**src/hw/rtl/pfc_startup_sequencer_defines.svh**
```systemverilog
// ----------------------------------------------------------------------------
// pfc_startup_sequencer_defines
// Assertion macros used by the start-up sequencer top level.
// ----------------------------------------------------------------------------
`ifndef PFC_STARTUP_SEQUENCER_DEFINES_SVH
`define PFC_STARTUP_SEQUENCER_DEFINES_SVH

// same-cycle implication, held off while in reset
`define PFC_ASSERT_IMP(lbl, clk, rst_n, ante, cons) \
  lbl: assert property (@(posedge clk) disable iff (!(rst_n)) (ante) |-> (cons)) \
    else $error("pfc_startup_sequencer: implication violated");

// next-cycle implication, held off while in reset
`define PFC_ASSERT_NXT(lbl, clk, rst_n, ante, cons) \
  lbl: assert property (@(posedge clk) disable iff (!(rst_n)) (ante) |=> (cons)) \
    else $error("pfc_startup_sequencer: next-cycle implication violated");

`endif

```
**src/hw/rtl/pfc_pkg.sv**
```systemverilog
// ----------------------------------------------------------------------------
// pfc_pkg
// Types and constants of the power-factor-corrector start-up sequencer.
// ----------------------------------------------------------------------------
package pfc_pkg;

  localparam int unsigned CapWidth    = 12;
  localparam int unsigned TicksWidth  = 16;
  localparam int unsigned PhaseWidth  = 16;
  localparam int unsigned CountWidth  = 32;
  localparam int unsigned PulseWidth  = 3;
  localparam int unsigned CfgIdxWidth = 2;
  localparam int unsigned CfgDataWidth = 16;

  localparam logic [CapWidth-1:0]   PrechargeVoltageRst = CapWidth'(2048);
  localparam logic [TicksWidth-1:0] StartupTicksRst     = TicksWidth'(100);
  localparam logic [TicksWidth-1:0] PreloadTicksRst     = TicksWidth'(50);
  localparam logic [PhaseWidth-1:0] SyncPhaseLimitRst   = PhaseWidth'(1024);

  // charge state is left after this many ticks
  localparam logic [PulseWidth-1:0] ChargeTicks = PulseWidth'(4);

  typedef enum logic [3:0] {
    ST_INIT      = 4'd0,
    ST_STOP      = 4'd1,
    ST_SYNC      = 4'd2,
    ST_PRE_PREP  = 4'd3,
    ST_PRECHARGE = 4'd4,
    ST_MAIN      = 4'd5,
    ST_PRE_DIS   = 4'd6,
    ST_WORK      = 4'd7,
    ST_CHARGE    = 4'd8,
    ST_TEST      = 4'd9,
    ST_STOPPING  = 4'd10,
    ST_FAULT     = 4'd11
  } pfc_state_e;

  typedef enum logic [2:0] {
    OP_TICK       = 3'd0,
    OP_FAULT      = 3'd1,
    OP_WORK_ON    = 3'd2,
    OP_WORK_OFF   = 3'd3,
    OP_CHARGE_ON  = 3'd4,
    OP_CHARGE_OFF = 3'd5,
    OP_SAVE       = 3'd6,
    OP_OTHER      = 3'd7
  } pfc_op_e;

  typedef enum logic [CfgIdxWidth-1:0] {
    CFG_PRECHARGE_VOLTAGE = 2'd0,
    CFG_STARTUP_TICKS     = 2'd1,
    CFG_PRELOAD_TICKS     = 2'd2,
    CFG_SYNC_PHASE_LIMIT  = 2'd3
  } pfc_cfg_idx_e;

  typedef struct packed {
    logic [2:0]            opcode;
    logic [CapWidth-1:0]   cap_voltage;
    logic                  period_stable;
    logic [PhaseWidth-1:0] phase_magnitude;
  } pfc_in_word_t;

  typedef struct packed {
    logic [3:0] fsm_state;
    logic       main_relay_on;
    logic       preload_relay_on;
    logic       fans_on;
    logic       pwm_enabled;
    logic       pwm_restart;
    logic       state_changed;
    logic       save_request;
    logic       command_error;
  } pfc_out_word_t;

  // handshake status between the holding stages
  typedef struct packed {
    logic vld;
    logic can_load;
  } pfc_stage_ctl_t;

endpackage

```
**src/hw/rtl/pfc_in_stage.sv**
```systemverilog
// ----------------------------------------------------------------------------
// pfc_in_stage
// Input register: holds one word until the sequencer core takes it.
// ----------------------------------------------------------------------------
module pfc_in_stage (
  input  logic                  clk_i,
  input  logic                  rst_ni,
  input  logic                  in_valid_i,
  output logic                  in_stall_o,
  input  pfc_pkg::pfc_in_word_t in_word_i,
  input  logic                  can_load_i,
  output logic                  vld_o,
  output pfc_pkg::pfc_in_word_t word_o
);

  logic                  vld_d, vld_q;
  pfc_pkg::pfc_in_word_t word_q;
  logic                  accept;
  logic                  advance;

  assign advance    = vld_q & can_load_i;
  assign in_stall_o = vld_q & ~can_load_i;
  assign accept     = in_valid_i & ~in_stall_o;

  always_comb begin
    vld_d = vld_q;
    if (accept) begin
      vld_d = 1'b1;
    end else if (advance) begin
      vld_d = 1'b0;
    end
  end

  always_ff @(posedge clk_i or negedge rst_ni) begin
    if (!rst_ni) begin
      vld_q <= 1'b0;
    end else begin
      vld_q <= vld_d;
    end
  end

  always_ff @(posedge clk_i) begin
    if (accept) begin
      word_q <= in_word_i;
    end
  end

  assign vld_o  = vld_q;
  assign word_o = word_q;

endmodule

```
**src/hw/rtl/pfc_seq_core.sv**
```systemverilog
// ----------------------------------------------------------------------------
// pfc_seq_core
// Sequencer state, configuration registers and the per-word update logic.
// ----------------------------------------------------------------------------
module pfc_seq_core (
  input  logic                                  clk_i,
  input  logic                                  rst_ni,
  input  logic                                  cfg_we_i,
  input  logic [pfc_pkg::CfgIdxWidth-1:0]       cfg_idx_i,
  input  logic [pfc_pkg::CfgDataWidth-1:0]      cfg_data_i,
  input  logic                                  advance_i,
  input  pfc_pkg::pfc_in_word_t                 word_i,
  output pfc_pkg::pfc_out_word_t                result_o
);

  // configuration
  logic [pfc_pkg::CapWidth-1:0]   prech_volt_q;
  logic [pfc_pkg::TicksWidth-1:0] startup_ticks_q;
  logic [pfc_pkg::TicksWidth-1:0] preload_ticks_q;
  logic [pfc_pkg::PhaseWidth-1:0] phase_limit_q;

  // sequencer state
  pfc_pkg::pfc_state_e              state_d, state_q;
  pfc_pkg::pfc_state_e              prev_d, prev_q;
  logic [pfc_pkg::CountWidth-1:0]   tick_d, tick_q;
  logic [pfc_pkg::CountWidth-1:0]   main_start_d, main_start_q;
  logic                             main_done_d, main_done_q;
  logic                             pre_done_d, pre_done_q;
  logic                             pwm_d, pwm_q;
  logic [pfc_pkg::PulseWidth-1:0]   pulses_d, pulses_q;
  logic [2:0]                       relay_d, relay_q;   // {fans, preload, main}

  pfc_pkg::pfc_op_e                 op;
  logic                             is_tick;
  logic [pfc_pkg::CountWidth-1:0]   main_start_eff;
  logic [pfc_pkg::CountWidth-1:0]   main_elapsed;
  logic [pfc_pkg::PulseWidth-1:0]   pulses_inc;
  logic                             restart;
  logic                             save;
  logic                             err;

  assign op      = pfc_pkg::pfc_op_e'(word_i.opcode);
  assign is_tick = (op == pfc_pkg::OP_TICK);

  // the main state latches its start tick on first entry, then measures from it
  assign main_start_eff = main_done_q ? main_start_q : tick_q;
  assign main_elapsed   = tick_q - main_start_eff;
  assign pulses_inc     = pulses_q + pfc_pkg::PulseWidth'(1);

  // next state
  always_comb begin
    state_d = state_q;
    unique case (op)
      pfc_pkg::OP_TICK: begin
        unique case (state_q)
          pfc_pkg::ST_INIT: begin
            if (tick_q > pfc_pkg::CountWidth'(startup_ticks_q)) begin
              state_d = pfc_pkg::ST_STOP;
            end
          end
          pfc_pkg::ST_SYNC: begin
            if (word_i.period_stable && (word_i.phase_magnitude < phase_limit_q)) begin
              state_d = pfc_pkg::ST_PRE_PREP;
            end
          end
          pfc_pkg::ST_PRE_PREP:  state_d = pfc_pkg::ST_PRECHARGE;
          pfc_pkg::ST_PRECHARGE: begin
            if (word_i.cap_voltage > prech_volt_q) begin
              state_d = pfc_pkg::ST_MAIN;
            end
          end
          pfc_pkg::ST_MAIN: begin
            if (main_elapsed > pfc_pkg::CountWidth'(preload_ticks_q)) begin
              state_d = pfc_pkg::ST_PRE_DIS;
            end
          end
          pfc_pkg::ST_PRE_DIS:  state_d = pfc_pkg::ST_WORK;
          pfc_pkg::ST_CHARGE: begin
            if (pulses_inc >= pfc_pkg::ChargeTicks) begin
              state_d = pfc_pkg::ST_WORK;
            end
          end
          pfc_pkg::ST_STOPPING: state_d = pfc_pkg::ST_STOP;
          default: ;
        endcase
      end
      pfc_pkg::OP_FAULT:    state_d = pfc_pkg::ST_FAULT;
      pfc_pkg::OP_WORK_ON: begin
        if (state_q == pfc_pkg::ST_STOP) begin
          state_d = pfc_pkg::ST_SYNC;
        end
      end
      pfc_pkg::OP_WORK_OFF: state_d = pfc_pkg::ST_STOPPING;
      pfc_pkg::OP_CHARGE_ON: begin
        if (state_q == pfc_pkg::ST_WORK) begin
          state_d = pfc_pkg::ST_CHARGE;
        end
      end
      pfc_pkg::OP_CHARGE_OFF: begin
        if (state_q == pfc_pkg::ST_CHARGE) begin
          state_d = pfc_pkg::ST_WORK;
        end
      end
      pfc_pkg::OP_SAVE:  ;
      pfc_pkg::OP_OTHER: ;
      default: ;
    endcase
  end

  // relays, flags and counters
  always_comb begin
    relay_d      = relay_q;
    main_done_d  = main_done_q;
    pre_done_d   = pre_done_q;
    pwm_d        = pwm_q;
    pulses_d     = pulses_q;
    main_start_d = main_start_q;
    restart      = 1'b0;
    if (is_tick) begin
      unique case (state_q)
        pfc_pkg::ST_INIT, pfc_pkg::ST_STOP: begin
          relay_d     = 3'b000;
          main_done_d = 1'b0;
          pre_done_d  = 1'b0;
          pwm_d       = 1'b0;
        end
        pfc_pkg::ST_SYNC: pwm_d = 1'b0;
        pfc_pkg::ST_PRE_PREP: begin
          pwm_d      = 1'b0;
          pre_done_d = 1'b0;
        end
        pfc_pkg::ST_PRECHARGE: begin
          pwm_d = 1'b0;
          if (!(word_i.cap_voltage > prech_volt_q) && !pre_done_q) begin
            relay_d[1] = 1'b1;
            pre_done_d = 1'b1;
          end
        end
        pfc_pkg::ST_MAIN: begin
          pwm_d = 1'b0;
          if (!main_done_q) begin
            relay_d[0]   = 1'b1;
            relay_d[2]   = 1'b1;
            main_done_d  = 1'b1;
            main_start_d = tick_q;
          end
        end
        pfc_pkg::ST_PRE_DIS: begin
          relay_d[1] = 1'b0;
          pre_done_d = 1'b0;
        end
        pfc_pkg::ST_WORK: pwm_d = 1'b0;
        pfc_pkg::ST_CHARGE: begin
          if (!pwm_q) begin
            pwm_d   = 1'b1;
            restart = 1'b1;
          end
          pulses_d = (pulses_inc >= pfc_pkg::ChargeTicks) ? '0 : pulses_inc;
        end
        pfc_pkg::ST_STOPPING: relay_d = 3'b000;
        pfc_pkg::ST_FAULT: begin
          relay_d = 3'b000;
          pwm_d   = 1'b0;
        end
        default: ;
      endcase
    end
  end

  assign prev_d = is_tick ? state_d : prev_q;
  assign tick_d = is_tick ? (tick_q + pfc_pkg::CountWidth'(1)) : tick_q;
  assign save   = (op == pfc_pkg::OP_SAVE) && (state_q == pfc_pkg::ST_STOP);
  assign err    = (op == pfc_pkg::OP_OTHER);

  always_comb begin
    result_o.fsm_state        = state_d;
    result_o.main_relay_on    = relay_d[0];
    result_o.preload_relay_on = relay_d[1];
    result_o.fans_on          = relay_d[2];
    result_o.pwm_enabled      = pwm_d;
    result_o.pwm_restart      = restart;
    result_o.state_changed    = is_tick && (state_d != prev_q);
    result_o.save_request     = save;
    result_o.command_error    = err;
  end

  always_ff @(posedge clk_i or negedge rst_ni) begin
    if (!rst_ni) begin
      prech_volt_q    <= pfc_pkg::PrechargeVoltageRst;
      startup_ticks_q <= pfc_pkg::StartupTicksRst;
      preload_ticks_q <= pfc_pkg::PreloadTicksRst;
      phase_limit_q   <= pfc_pkg::SyncPhaseLimitRst;
    end else if (cfg_we_i) begin
      unique case (pfc_pkg::pfc_cfg_idx_e'(cfg_idx_i))
        pfc_pkg::CFG_PRECHARGE_VOLTAGE: prech_volt_q    <= cfg_data_i[pfc_pkg::CapWidth-1:0];
        pfc_pkg::CFG_STARTUP_TICKS:     startup_ticks_q <= cfg_data_i;
        pfc_pkg::CFG_PRELOAD_TICKS:     preload_ticks_q <= cfg_data_i;
        pfc_pkg::CFG_SYNC_PHASE_LIMIT:  phase_limit_q   <= cfg_data_i;
        default: ;
      endcase
    end
  end

  always_ff @(posedge clk_i or negedge rst_ni) begin
    if (!rst_ni) begin
      state_q      <= pfc_pkg::ST_INIT;
      prev_q       <= pfc_pkg::ST_INIT;
      tick_q       <= '0;
      main_start_q <= '0;
      main_done_q  <= 1'b0;
      pre_done_q   <= 1'b0;
      pwm_q        <= 1'b0;
      pulses_q     <= '0;
      relay_q      <= 3'b000;
    end else if (advance_i) begin
      state_q      <= state_d;
      prev_q       <= prev_d;
      tick_q       <= tick_d;
      main_start_q <= main_start_d;
      main_done_q  <= main_done_d;
      pre_done_q   <= pre_done_d;
      pwm_q        <= pwm_d;
      pulses_q     <= pulses_d;
      relay_q      <= relay_d;
    end
  end

endmodule

```
**src/hw/rtl/pfc_out_stage.sv**
```systemverilog
// ----------------------------------------------------------------------------
// pfc_out_stage
// Result register: holds one result word until the consumer takes it.
// ----------------------------------------------------------------------------
module pfc_out_stage (
  input  logic                   clk_i,
  input  logic                   rst_ni,
  input  logic                   load_i,
  input  pfc_pkg::pfc_out_word_t word_i,
  output pfc_pkg::pfc_stage_ctl_t ctl_o,
  output logic                   out_valid_o,
  input  logic                   out_stall_i,
  output pfc_pkg::pfc_out_word_t out_word_o
);

  logic                   vld_d, vld_q;
  pfc_pkg::pfc_out_word_t word_q;
  logic                   can_load;

  // free when empty, or when the held word leaves this cycle
  assign can_load = ~vld_q | ~out_stall_i;

  always_comb begin
    vld_d = vld_q;
    if (load_i) begin
      vld_d = 1'b1;
    end else if (!out_stall_i) begin
      vld_d = 1'b0;
    end
  end

  always_ff @(posedge clk_i or negedge rst_ni) begin
    if (!rst_ni) begin
      vld_q <= 1'b0;
    end else begin
      vld_q <= vld_d;
    end
  end

  always_ff @(posedge clk_i) begin
    if (load_i) begin
      word_q <= word_i;
    end
  end

  assign ctl_o.vld      = vld_q;
  assign ctl_o.can_load = can_load;
  assign out_valid_o    = vld_q;
  assign out_word_o     = word_q;

endmodule

```
**src/hw/rtl/pfc_startup_sequencer.sv**
```systemverilog
// ----------------------------------------------------------------------------
// pfc_startup_sequencer
// Start-up sequencer of a power-factor corrector: relays, fans and PWM enable.
// ----------------------------------------------------------------------------
//  channel  | direction | handshake                 | word
//  in       | input     | in_valid_i / in_stall_o   | in_word_i (pfc_in_word_t)
//  out      | output    | out_valid_o / out_stall_i | out_word_o (pfc_out_word_t)
//  cfg      | input     | cfg_we_i                  | cfg_idx_i, cfg_data_i
//
//  One word per cycle sustained while the output is not stalled; a word passes
//  through the input register, which takes it, then through the result
//  register.
//  The state update is a single pass of compares and counters (32-bit ticks).
//  Reset clears state and loads the register defaults; no clearing pass.
//  A stalled output backs up into the input register, then stalls the input.
// ----------------------------------------------------------------------------
`include "pfc_startup_sequencer_defines.svh"

module pfc_startup_sequencer (
  input  logic                             clk_i,
  input  logic                             rst_ni,
  input  logic                             in_valid_i,
  output logic                             in_stall_o,
  input  pfc_pkg::pfc_in_word_t            in_word_i,
  output logic                             out_valid_o,
  input  logic                             out_stall_i,
  output pfc_pkg::pfc_out_word_t           out_word_o,
  input  logic                             cfg_we_i,
  input  logic [pfc_pkg::CfgIdxWidth-1:0]  cfg_idx_i,
  input  logic [pfc_pkg::CfgDataWidth-1:0] cfg_data_i
);

  pfc_pkg::pfc_stage_ctl_t out_ctl;
  pfc_pkg::pfc_in_word_t   item;
  pfc_pkg::pfc_out_word_t  result;
  logic                    item_vld;
  logic                    advance;
  logic                    restart_seen;
  logic                    save_seen;
  logic                    err_seen;

  assign advance = item_vld & out_ctl.can_load;

  pfc_in_stage u_in_stage (
    .clk_i      (clk_i),
    .rst_ni     (rst_ni),
    .in_valid_i (in_valid_i),
    .in_stall_o (in_stall_o),
    .in_word_i  (in_word_i),
    .can_load_i (out_ctl.can_load),
    .vld_o      (item_vld),
    .word_o     (item)
  );

  pfc_seq_core u_core (
    .clk_i      (clk_i),
    .rst_ni     (rst_ni),
    .cfg_we_i   (cfg_we_i),
    .cfg_idx_i  (cfg_idx_i),
    .cfg_data_i (cfg_data_i),
    .advance_i  (advance),
    .word_i     (item),
    .result_o   (result)
  );

  pfc_out_stage u_out_stage (
    .clk_i       (clk_i),
    .rst_ni      (rst_ni),
    .load_i      (advance),
    .word_i      (result),
    .ctl_o       (out_ctl),
    .out_valid_o (out_valid_o),
    .out_stall_i (out_stall_i),
    .out_word_o  (out_word_o)
  );

  assign restart_seen = out_valid_o & out_word_o.pwm_restart;
  assign save_seen    = out_valid_o & out_word_o.save_request;
  assign err_seen     = out_valid_o & out_word_o.command_error;

  `PFC_ASSERT_IMP(a_restart_pwm, clk_i, rst_ni, restart_seen, out_word_o.pwm_enabled)
  `PFC_ASSERT_IMP(a_save_in_stop, clk_i, rst_ni, save_seen, out_word_o.fsm_state == pfc_pkg::ST_STOP)
  `PFC_ASSERT_IMP(a_err_no_change, clk_i, rst_ni, err_seen, !out_word_o.state_changed)
  `PFC_ASSERT_NXT(a_advance_lands, clk_i, rst_ni, advance, out_valid_o && out_ctl.vld)

endmodule

```
**config.mk**
```make
export PLATFORM = sky130hd
export DESIGN_NAME = pfc_startup_sequencer
export DESIGN_NICKNAME = d
export VERILOG_FILES = /design/src/hw/rtl/pfc_pkg.sv /design/src/hw/rtl/pfc_in_stage.sv /design/src/hw/rtl/pfc_seq_core.sv /design/src/hw/rtl/pfc_out_stage.sv /design/src/hw/rtl/pfc_startup_sequencer.sv
export VERILOG_INCLUDE_DIRS = /design/src /design/src/hw/rtl
export SDC_FILE = /design/constraint.sdc
export NUM_CORES = 1
export LEC_CHECK = 0
export ABC_AREA = 0
export BUFFER_PORTS_ARGS = -buffer_cell sky130_fd_sc_hd__clkbuf_2
export CORE_UTILIZATION = 60
export DETAILED_ROUTE_END_ITERATION = 8
export PLACE_DENSITY = 0.77
export REMOVE_ABC_BUFFERS = 1
export SLEW_MARGIN = 20
export SYNTH_ARGS = -nofsm -noshare
export SYNTH_HDL_FRONTEND = slang
export SYNTH_SLANG_ARGS = --single-unit
```
**constraint.sdc**
```tcl
create_clock -name clk_i -period 11.5 [get_ports clk_i]
set_input_delay 2.3 -clock clk_i [delete_from_list [all_inputs] [get_ports clk_i]]
set_output_delay 2.3 -clock clk_i [all_outputs]
set_load 0.05 [all_outputs]
```
==> impl_metrics.py <==
metrics = {
    "sta": {
        "setup_viol": 0,
        "final_hold_viol_count": 0,
        "fmax_ghz": 0.184,
        "min_period_over_period_pct": 47.2,
        "maxSlewHeadroom_pct": 29.5,
        "worst_slew_pin_slew_ns": 1.03,
        "min_period_ns": 5.42,
        "slew_viol_final": 0,
        "tns_ns": 0,
        "rsz0062_at_grt": "no",
        "fin_worst_skew_ns": 0.0112,
    },
    "logic_synthesis": {
        "yosysTopAreaCellShare_pct": 30.0,
        "synth_cell_types": 72,
        "synth_top_cell_by_area": "dfrtp_1",
        "yosysWarnings": 0,
        "synth_edf_count": 44,
        "syn_area_sq_um": 11300,
        "yosysMostFrequentCell": "dfrtp_1",
        "synth-seq-area-share_pct": 43.6,
        "syn_inst": 1136,
        "synthArstFlopShare_pct": 76.5,
        "synth_area_leaders": "dfrtp_1 (30%), edfxtp_1 (12%), ha_1 (10%)",
        "avgSynthCellArea_sq_um": 9.92,
        "synth_flop_cell": "dfrtp_1",
        "synth_seq_cells": 187,
        "synthTopCellsByCount": "dfrtp_1 (135), nand2_1 (133), ha_1 (94)",
    },
    "worst_setup_path": {
        "required_ns": 11.69,
        "path_max_fanout": 37,
        "crit_arrival_ns": 5.61,
        "rrSetupSlack_ns": 6.08,
        "critPathKind": "reg -> reg",
        "start_kind": "flop",
        "cp-end-kind": "flop",
    },
    "place": {
        "hpwl_um": 19200,
        "gp_congestion": 0.891,
        "io_buffers": 68,
    },
    "global_routing": {
        "grt.total_usage_pct": 28.9,
        "antenna_found_initial": 0,
        "grt_pass1_wl_um": 43900,
        "gr-total-overflow": 0,
        "grt_pass1_vias": 8648,
        "grt_max_degree": 76,
    },
    "floorplan": {
        "core_sq_um": 18200,
        "num_io_pins": 69,
        "num_rows": 49,
        "initial_core_util_pct": 61.9,
        "die_h_um": 139,
        "die_x_um": 139,
        "die-area_sq_um": 19300,
    },
    "final_layout": {
        "synthToLayoutAreaGrowth_pct": 9.60,
        "fillers": 1415,
        "drive_gt1_share_pct": 15.7,
        "n_antenna_cell": 0,
        "final_net_count": 1337,
        "final_util_pct": 67.8,
    },
    "drt": {
        "first_iter_violations": 664,
        "drc": 4,
        "wl_um": 26100,
        "firstDrtPassIters": 7,
        "vias_per_cell": 6.07,
        "antenna_left": 0,
        "via_count": 8667,
        "avgRoutedWirePerCell_um": 18.3,
    },
    "cts": {
        "cts_buffer_depth": 2,
        "clkSlewWorstSetupHoldPaths_ns": 0.07,
        "tritoncts": "yes",
        "post_cts_buffers": 0,
        "cts_buffers": 17,
        "cts_sinks": 187,
        "cts_root_buf": "clkbuf_16",
        "cts_hold_buf": 0,
        "clk_latency_ns": 0.45,
        "cts_max_level": 4,
        "ctsResizeCount": 0,
    },
    "job": {
        "maxCapViolCount": 0,
    },
    "status": {
        "violations": "design-rule violations",
        "outcome": "finished, violations left",
    },
    "power": {
        "power_density_nw_per_um2": 197,
        "vdd_drop_max_mv": 0.129,
        "p_leak_nw": 5.73,
    },
    "worst_hold_path": {
        "min_path_type": "reg -> reg",
    },
}
-- report_power, final --
group | internal [mW] | total, mW | switching, mW
Combinational | 0.438 | 1.01 | 0.575
Clock | 0.290 | 0.581 | 0.290
Sequential | 0.767 | 0.840 | 0.0735
Total | 1.50 | 2.43 | 0.939
-- logic make-up after synthesis --
family | count (synthesis) | share of synthesized area (%)
muxes | 85 | 8.16
DFF | 187 | 43.6
buffers and inverters | 120 | 4.23
AOI/OAI and AO/OA | 255 | 14.0
xor gates and xnor gates | 62 | 4.82
adders and majority gates | 95 | 10.6
and+or+nand+nor | 332 | 14.6
-- metal layers --
metal	up-vias	wire, um	GRT usage (%)
met1	4183	11900	39.5
met3	56	1260	3.90
met2	251	12400	46.9
met5	-	0	0
li1	4177	-	-
met4	0	574	11.2
-- path summary, 6_finish.rpt --
check / cells after the start / from / end
worst max-delay path: 20 / u_core.main_done_q / u_out_stage.out_word_o[2]
worst min-delay path: 1 / u_in_stage.vld_o / u_out_stage.out_valid_o
worst max register to register: 20 / u_core.main_done_q / u_out_stage.out_word_o[2]
worst min register to register: 1 / u_in_stage.vld_o / u_out_stage.out_valid_o
max in group asynchronous: 2 / rst_ni / u_core.tick_q[17]
min in group asynchronous: 1 / rst_ni / u_core.tick_q[28]
-- cell type report --
| type | count | area (sq um) | share of cell area [%] |
|---|---|---|---|
| Clock buffer | 18 | 429 | 3.47 |
| Clock inverter | 14 | 153 | 1.24 |
| Tap cell | 229 | 287 | 2.32 |
| Inverter | 78 | 293 | 2.37 |
| Sequential cell | 187 | 4910 | 39.8 |
| Multi-Input combinational cell | 829 | 5890 | 47.7 |
| Timing Repair Buffer | 74 | 392 | 3.17 |
-- state kept, by name, summed over array words and instances (netlist names), 3 cells and up --
name,flops
u_core.tick_q,32
u_core.relay_q,3
u_core.state_q,4
u_out_stage.out_word_o,12
u_core.prech_volt_q,12
u_in_stage.word_o,32
u_core.main_start_q,32
u_core.prev_q,4
u_core.pulses_q,3
u_core.preload_ticks_q,16
u_core.startup_ticks_q,16
u_core.phase_limit_q,16
-- per-stage QoR --
step                worst slack, ns  instances  area (sq um)  power (mW)  hold slack, ns
floorplan                      6.33       1094         11100        1.59           0.450
global placement               6.39       1397         11800        1.80           0.461
detailed placement             6.18       1397         11800        1.84           0.470
CTS                            6.12       1429         12400        2.43           0.484
global route                   5.77       1429         12400        2.58           0.506
finish                         6.08       1429         12400        2.43           0.482
-- placed cells by master, fill, tap and decap left out, drive strengths merged, types with 29 or more instances in the layout --
cell type	synthesis	layout
dfrtp	135	135
nand2	133	133
ha	94	94
o21ai	88	88
clkbuf	35	85
inv	78	84
a21oi	70	70
mux2	55	55
nor2	49	49
xnor2	45	45
edfxtp	44	44
mux2i	30	30
nand3	29	29
nand4	29	29
-- critical path, cell delays in order, from the launching register on --
cell and delay, ns:
dfrtp_2 0.34, buf_4 0.50, mux2i_1 0.40, ha_1 0.29, nor2b_1 0.14, o2111a_1 0.26
o21ai_1 0.17, a21oi_1 0.15, o21ai_1 0.38, xnor2_1 0.18, ha_1 0.26, nand4_1 0.13
a2111oi_0 0.08, a2111o_1 0.39, o21ai_0 0.25, nand4_1 0.20, nor4_4 0.20, nand4_2 0.25
or3_1 0.40, nand4_1 0.09, a21oi_2 0.06
Note: power is estimated with default switching activity, not from simulation.
